$ cat src/sv/gcm_pkg.sv
package gcm_pkg;

  // field widths
  localparam int GENE_W = 32;
  localparam int FRAC_W = 16;
  localparam int RATE_W = 17;
  localparam int LEN_W  = 11;
  localparam int POS_W  = 10;
  localparam int MODE_W = 3;

  // crossover point math
  localparam int GENE_COUNT_MAX = 1024;
  localparam int DIV3_MUL       = 2731;   // 2731 / 8192 ~ 1/3, exact below 8192
  localparam int DIV3_SHIFT     = 13;
  localparam int DIV3_PROD_W    = 2 * (LEN_W + 1);

  // difference times 17-bit fraction
  localparam int MUL_W = GENE_W + 1 + FRAC_W + 1;

  // register file
  localparam int CFG_DATA_W = 32;
  localparam int CFG_ADDR_W = 5;

  localparam logic [FRAC_W-1:0]        FRAC_HALF = 16'h8000;
  localparam logic signed [GENE_W-1:0] GENE_ONE  = 32'sh0001_0000;

  typedef enum logic [2:0] {
    REG_XOVER_MODE   = 3'd0,
    REG_MUT_MODE     = 3'd1,
    REG_XOVER_RATE   = 3'd2,
    REG_MUT_RATE     = 3'd3,
    REG_LOWER_BOUND  = 3'd4,
    REG_UPPER_BOUND  = 3'd5,
    REG_CHROM_LENGTH = 3'd6,
    REG_BITFLIP_RATE = 3'd7
  } cfg_reg_t;

  typedef enum logic [1:0] {
    XOVER_SINGLE  = 2'd0,
    XOVER_TWO     = 2'd1,
    XOVER_UNIFORM = 2'd2,
    XOVER_BLEND   = 2'd3
  } xover_mode_t;

  typedef enum logic [MODE_W-1:0] {
    MUT_BITSTRING = 3'd0,
    MUT_FLIP      = 3'd1,
    MUT_BOUNDARY  = 3'd2,
    MUT_UNIFORM   = 3'd3,
    MUT_GAUSSIAN  = 3'd4
  } mut_mode_t;

  // reset values
  localparam xover_mode_t        RST_XOVER_MODE   = XOVER_SINGLE;
  localparam logic [MODE_W-1:0]  RST_MUT_MODE     = MUT_UNIFORM;
  localparam logic [RATE_W-1:0]  RST_XOVER_RATE   = 17'd52429;
  localparam logic [RATE_W-1:0]  RST_MUT_RATE     = 17'd6554;
  localparam logic [GENE_W-1:0]  RST_LOWER_BOUND  = 32'd0;
  localparam logic [GENE_W-1:0]  RST_UPPER_BOUND  = 32'd65536;
  localparam logic [LEN_W-1:0]   RST_CHROM_LENGTH = 11'd1;
  localparam logic [RATE_W-1:0]  RST_BITFLIP_RATE = 17'd65536;

  // per-child mutation decisions, made early and carried down the pipe
  typedef struct packed {
    logic active;     // crossover took place
    logic hit_flip;   // draw below bitflip rate
    logic hit_rate;   // draw below mutation rate
    logic side_up;    // boundary mode picks the upper bound
  } mut_ctl_t;

  typedef struct packed {
    logic [MODE_W-1:0]        mode;
    logic signed [GENE_W-1:0] lower;
    logic signed [GENE_W-1:0] upper;
  } mut_cfg_t;

endpackage

$ cat src/sv/gcm_mutate.sv
module gcm_mutate import gcm_pkg::*; (
  input  mut_cfg_t                 cfg,
  input  mut_ctl_t                 ctl,
  input  logic signed [GENE_W-1:0] gene_in,
  input  logic signed [GENE_W-1:0] uni_val,
  input  logic signed [GENE_W-1:0] normal,
  output logic signed [GENE_W-1:0] gene_out,
  output logic                     mutated
);

  logic signed [GENE_W:0]   sum;
  logic signed [GENE_W:0]   lo_x;
  logic signed [GENE_W:0]   up_x;
  logic signed [GENE_W-1:0] not_val;

  always_comb begin
    sum     = {gene_in[GENE_W-1], gene_in} + {normal[GENE_W-1], normal};
    lo_x    = {cfg.lower[GENE_W-1], cfg.lower};
    up_x    = {cfg.upper[GENE_W-1], cfg.upper};
    not_val = (gene_in == '0) ? GENE_ONE : '0;

    gene_out = gene_in;
    mutated  = 1'b0;
    if (ctl.active) begin
      case (cfg.mode)
        MUT_BITSTRING: begin
          if (ctl.hit_flip) begin
            mutated  = 1'b1;
            gene_out = not_val;
          end
        end
        MUT_FLIP: begin
          mutated  = 1'b1;
          gene_out = not_val;
        end
        MUT_BOUNDARY: begin
          if (ctl.hit_rate) begin
            mutated  = 1'b1;
            gene_out = ctl.side_up ? cfg.upper : cfg.lower;
          end
        end
        MUT_UNIFORM: begin
          if (ctl.hit_rate) begin
            mutated  = 1'b1;
            gene_out = uni_val;
          end
        end
        MUT_GAUSSIAN: begin
          if (ctl.hit_rate) begin
            mutated = 1'b1;
            // upper bound wins when the bounds are crossed
            if (sum > up_x) begin
              gene_out = cfg.upper;
            end else if (sum < lo_x) begin
              gene_out = cfg.lower;
            end else begin
              gene_out = sum[GENE_W-1:0];
            end
          end
        end
        default: begin
          gene_out = gene_in;
          mutated  = 1'b0;
        end
      endcase
    end
  end

endmodule

$ cat config.mk
export PLATFORM = sky130hd
export DESIGN_NAME = gcm_mutate
export DESIGN_NICKNAME = d
export VERILOG_FILES = /design/src/sv/gcm_pkg.sv /design/src/sv/gcm_mutate.sv
export SDC_FILE = /design/constraint.sdc
export NUM_CORES = 1
export LEC_CHECK = 0
export ABC_AREA = 1
export BUFFER_PORTS_ARGS = -buffer_cell sky130_fd_sc_hd__buf_2
export CORE_MARGIN = 2
export CORE_UTILIZATION = 50
export DETAILED_ROUTE_END_ITERATION = 8
export PLACE_DENSITY = 0.77
export SYNTH_ARGS = -nofsm -noshare
export SYNTH_HDL_FRONTEND = slang
export SYNTH_SLANG_ARGS = --single-unit
$ cat constraint.sdc
create_clock -name vclk -period 14.8
set_input_delay 2.96 -clock vclk [all_inputs]
set_output_delay 2.96 -clock vclk [all_outputs]
set_load 0.03 [all_outputs]
# [Yosys cells after proc, flatten, opt, wreduce, memory -nomap -nowiden]
# Cells that the tools add are included.
[word_totals] reg_bits=0 input_bits=167 out_inout_bits=33 elab_cells=24
[classes] n_addsub=1 order_cmp=2 n_eq_ne=4 mux=14 n_reduce_logical=3
[op_table] operator="32-bit 2-to-1 mux" n=8
[op_table] operator="32-bit one-hot mux with 5 select lines" n=1
[op_table] operator="32-bit by 32-bit adder with 33-bit output" n=1
[op_table] operator="33-bit by 32-bit greater-than comparator with 1-bit output" n=1
[op_table] operator="33-bit by 32-bit < comparator with 1-bit output" n=1
[op_table] operator="32-bit zero test" n=1
[op_table] operator="17-bit 2-to-1 mux" n=1
[op_table] operator="3-bit by 2-bit == test with 1-bit output (second input constant)" n=2
[op_table] operator="3-bit by 1-bit == test with 1-bit output (second input constant)" n=1
[op_table] operator="3-bit == test (second input constant)" n=1
[op_table] operator="3-bit zero test" n=1
[op_table] operator="1-bit 2-to-1 mux" n=3
[op_table] operator="1-bit one-hot mux with 3 select lines" n=1
[op_table] operator="3-bit OR reduction" n=1

# [Logic depth before layout (Yosys ltp)]
[depth] word_depth=7 depth_mapped=32 mapped_depth_nobuf=31

# [Least setup slack after synthesis]
# Ideal clock, no wire load.
[synth_path] path_type="in2out" startpoint="in gene_in[0]" endpoint="out gene_out[0]" t_arrival_ns=6.520 t_required_ns=11.840 setup_slack_ns=5.320 cell_stages=26 n_path_buf=1 cell_sequence="ha_1 inv_1 fa_1 o21bai_1 nand2_1 nand3_1 nand2_1 nand2_1 nand4_1 o211ai_1 xor2_1 ha_1 a21oi_1 nand3_1 a21oi_1 nand2_1 nor2_1 nand2_1 nand2_2 buf_2 nand3_1 nand3_1 nand2_1 nand2_1 nand2_1 a21oi_1"
[synth_via] elab_chain_cells=7 elab_cells_between_ends=11 cone_classes="add/sub (1); order compare (2); mux (8)"
[synth_rtl] item="start: declaration" line="gcm_mutate.sv:4" source="input logic signed [GENE_W-1:0] gene_in,"
[synth_rtl] item="32-bit by 32-bit adder with 33-bit output" line="gcm_mutate.sv:17" source="sum = {gene_in[GENE_W-1], gene_in} + {normal[GENE_W-1], normal};"
[synth_rtl] item="33-bit by 32-bit < comparator with 1-bit output" line="gcm_mutate.sv:54" source="end else if (sum < lo_x) begin"
[synth_rtl] item="32-bit 2-to-1 mux" line="gcm_mutate.sv:54"
[synth_rtl] item="32-bit 2-to-1 mux" line="gcm_mutate.sv:52" source="if (sum > up_x) begin"
[synth_rtl] item="32-bit 2-to-1 mux" line="gcm_mutate.sv:49" source="if (ctl.hit_rate) begin"
[synth_rtl] item="32-bit one-hot mux with 5 select lines" line="gcm_mutate.sv:25" source="case (cfg.mode)"
[synth_rtl] item="32-bit 2-to-1 mux *" line="gcm_mutate.sv:24" source="if (ctl.active) begin"
[synth_rtl] item="end: declaration" line="gcm_mutate.sv:7" source="output logic signed [GENE_W-1:0] gene_out,"
# Every way passes the cells marked *; elsewhere a longest branch is shown, timed or not.

# [Final worst setup path]
[layout_path] startpoint="in gene_in[0]" endpoint="out gene_out[15]"
[layout_via] elab_chain_cells=7 elab_cells_between_ends=8 cone_classes="add/sub (1); order compare (2); mux (5)"
[layout_rtl] item="32-bit by 32-bit adder with 33-bit output *" line="gcm_mutate.sv:17"
[layout_rtl] item="33-bit by 32-bit < comparator with 1-bit output" line="gcm_mutate.sv:54"
[layout_rtl] item="32-bit 2-to-1 mux" line="gcm_mutate.sv:54"
[layout_rtl] item="32-bit 2-to-1 mux *" line="gcm_mutate.sv:52"
[layout_rtl] item="32-bit 2-to-1 mux *" line="gcm_mutate.sv:49"
[layout_rtl] item="32-bit one-hot mux with 5 select lines *" line="gcm_mutate.sv:25"
[layout_rtl] item="32-bit 2-to-1 mux *" line="gcm_mutate.sv:24"
# Marked as above.

==> results by group <==
Global routing
  – Number of global-route vias before repair: 8954
  – First-pass GRT wire length: 45.6 mm
  – Pin count of the biggest net entering global routing: 95
  – Initial antenna violation count: 4
  – GRT Total Usage: 35.2%
  – Total grt overflow: 0

Finish
  – Sequential cell area: 0 um2
  – Ratio of cells with drive above 1 in the final layout: 12.9%
  – Finished Layout Cells: 1836
  – Sequential cell count: 0
  – Area grow syn2layout: 14.1%
  – Layout net count: 1915
  – Clk_buf instances: 0
  – Filler instances: 1648

STA
  – Final Hold Vio Count: 0
  – Min Tclk post-route: 11.17 ns
  – Max Transition Viols Final: 0
  – Final setup vio count: 0
  – Total negative slack: 0 ns
  – RSZ-0062 raised after global routing: false
  – Worst-Margin Slew: 1.24 ns
  – Fmax: 0.0895 GHz
  – Slew headroom: 17.2%
  – Tcrit/Tclk final: 75.5%

Placement
  – DP Cell Count: 1832
  – Hpwl dp: 24.3 mm
  – Number of buffers added on ports: 200
  – Final GP Congestion: 1.04

Synthesis
  – Synth Instances: 1499
  – Syn Area/Cell: 4.92 um2
  – Ys Warns: 0
  – Largest cells by area after synthesis: nand2_1 24%, ha_1 16%, inv_1 15%
  – Post-synth cell types: 32
  – Syn Nets: 1764
  – Synthesized area: 7380 um2
  – Sequential area share after synthesis: 0%
  – Synth area leader: nand2_1
  – Top cell type's share of synthesized area: 24.0%

Worst setup path
  – CP Launch Type: input port
  – Crit end category: output pin
  – CP arrival: 8.21 ns
  – Critical path class: in -> out
  – Critical Path RT: 11.84 ns
  – Crit Path Max Fanout: 33

Die
  – Area of the core: 14500 um2
  – Die height: 125 um
  – Die area: 15700 um2
  – Die W: 125 um
  – IO Pins: 200
  – Initial Util: 50.9%
  – Rows: 44

Run
  – Max-Cap Viols: 0

Power
  – Pleak: 5.09 nW
  – Seq pwr share: 0%
  – Internal power: 0.000159 W
  – Pwr dens: 59.7 nW/um2
  – Clk pwr share: 0%
  – Net Sw Frac: 68.4%
  – Switching pwr: 0.000344 W
  – Combinational Power Share: 100.0%
  – Maximum vdd drop: 0.0285 mV

Route
  – Post-Route WL: 29.4 mm
  – Drt drc: 0
  – Pre-antenna DRT Iters: 6
  – Via/cell ratio: 5.61
  – Final ANT Viol Nets: 0
  – Via Count: 10304
  – Post-DR wirelength/cell: 16.0 um
  – First DRT Iteration DRCs: 1397

Min path
  – Min-delay src: gene_in[0]
  – Hold EP: gene_out[0]
  – Hold Path Stages: 4
  – HP Class: in -> out

Run status
  – Status: finished, final reports clean

Clocking
  – CTS Hold Bufs: 0
  – Post-CTS setup buffers: 0
  – Post-cts resize count: 0
==> cell usage in the layout, fill, tap and decap left out, types with 3 or more instances in the layout <==
cell type,count
a21o_1,5
a21oi_1,173
a311oi_1,30
buf_2,200
buf_4,5
diode_2,4
ha_1,97
inv_1,289
nand2_1,472
nand3_1,88
nand3b_1,3
nand4_1,14
nor2_1,145
nor3_1,6
nor4_1,8
o21ai_0,48
o21bai_1,4
o22ai_1,30
xor2_1,13
==> cells in the mapped netlist (all sizes together), types with 7 or more instances <==
| cell type | count |
|---|---|
| nor3 | 7 |
| nand3 | 88 |
| ha | 97 |
| xor2 | 13 |
| nor4 | 8 |
| clkbuf | 37 |
| nand4 | 14 |
| buf | 19 |
| o22ai | 30 |
| nor2 | 147 |
| o21ai | 48 |
| a311oi | 30 |
| inv | 289 |
| a21oi | 173 |
| nand2 | 475 |
==> kinds of logic (layout without fill, tap and decap cells) <==
group	count (synthesis)	after routing	share of synthesized area, %
buffers and inverters	346	495	18.2
XOR/XNOR	15	15	1.78
adder cells (fa/ha/maj)	98	98	16.7
other	0	4	0
AO/OA/AOI/OAI	296	296	22.6
AND/OR/NAND/NOR	744	744	40.7
==> critical path, cell delays in order <==
cell	delay, ns
buf_2	0.12
ha_1	0.18
inv_1	0.06
fa_1	0.41
o21bai_1	0.33
nand2_1	0.09
nand3_1	0.15
nand2_1	0.09
nand2_1	0.09
nand4_1	0.08
o211ai_1	0.12
xor2_1	0.32
ha_1	0.36
a21oi_1	0.15
nand3_1	0.09
a21oi_1	0.12
nand2_1	0.06
nor2_1	0.15
nand3b_2	0.67
nand2_4	0.65
nand2_1	0.09
nand3_1	0.10
nand2_1	0.07
nand2_1	0.07
nand2_1	0.05
a21oi_1	0.29
buf_2	0.26
==> layout make-up <==
cell class	count	area (um2)	area share, %
repair buffers	205	1040	12.3
multi-input cells	1153	6050	71.9
diodes	4	10.0	0.119
inverters	290	1090	12.9
well taps	184	230	2.74
==> power groups by stage <==
stage / combinational [W] / clock (W) / sequential, W
after floorplan: 0.000356 / 0 / 0
after global placement: 0.000482 / 0 / 0
after detailed placement: 0.000486 / 0 / 0
after CTS: 0.000488 / 0 / 0
after global routing: 0.000554 / 0.0000000000362 / 0
final: 0.000502 / 0.0000000000362 / 0
==> layer usage <==
| layer | global-route usage, % | part of all wire [%] | vias to the layer above |
|---|---|---|---|
| li1 | - | - | 5114 |
| met3 | 3.59 | 12 | 79 |
| met4 | 8.63 | 3.0 | 0 |
| met5 | 0 | 0 | - |
| met2 | 55.3 | 42 | 624 |
| met1 | 51.5 | 43 | 4487 |
==> per-stage QoR <==
step / setup slack, ns / power (W) / utilization, % / instance area (um2) / hold WS [ns]
2_1_floorplan: 5.32 / 0.000356 / - / 7380 / 6.13
3_3_place_gp: 3.83 / 0.000482 / 58.0 / 8400 / 6.36
3_5_place_dp: 3.77 / 0.000486 / 58.0 / 8400 / 6.36
4_1_cts: 3.76 / 0.000488 / 58.0 / 8400 / 6.36
5_1_grt: 3.15 / 0.000554 / 58.1 / 8410 / 6.39
6_report: 3.63 / 0.000502 / 58.1 / 8410 / 6.37
==> worst max path at each step <==
| stage | startpoint | end | slack [ns] |
|---|---|---|---|
| CTS | gene_in[0] | gene_out[15] | 3.76 |
| finish | gene_in[0] | gene_out[15] | 3.63 |
| detailed placement | gene_in[0] | gene_out[15] | 3.77 |
| floorplan | gene_in[0] | gene_out[0] | 5.32 |
| global placement | gene_in[0] | gene_out[15] | 3.83 |
| global route | gene_in[0] | gene_out[15] | 3.15 |
Note: power is estimated with default switching activity, not from simulation.
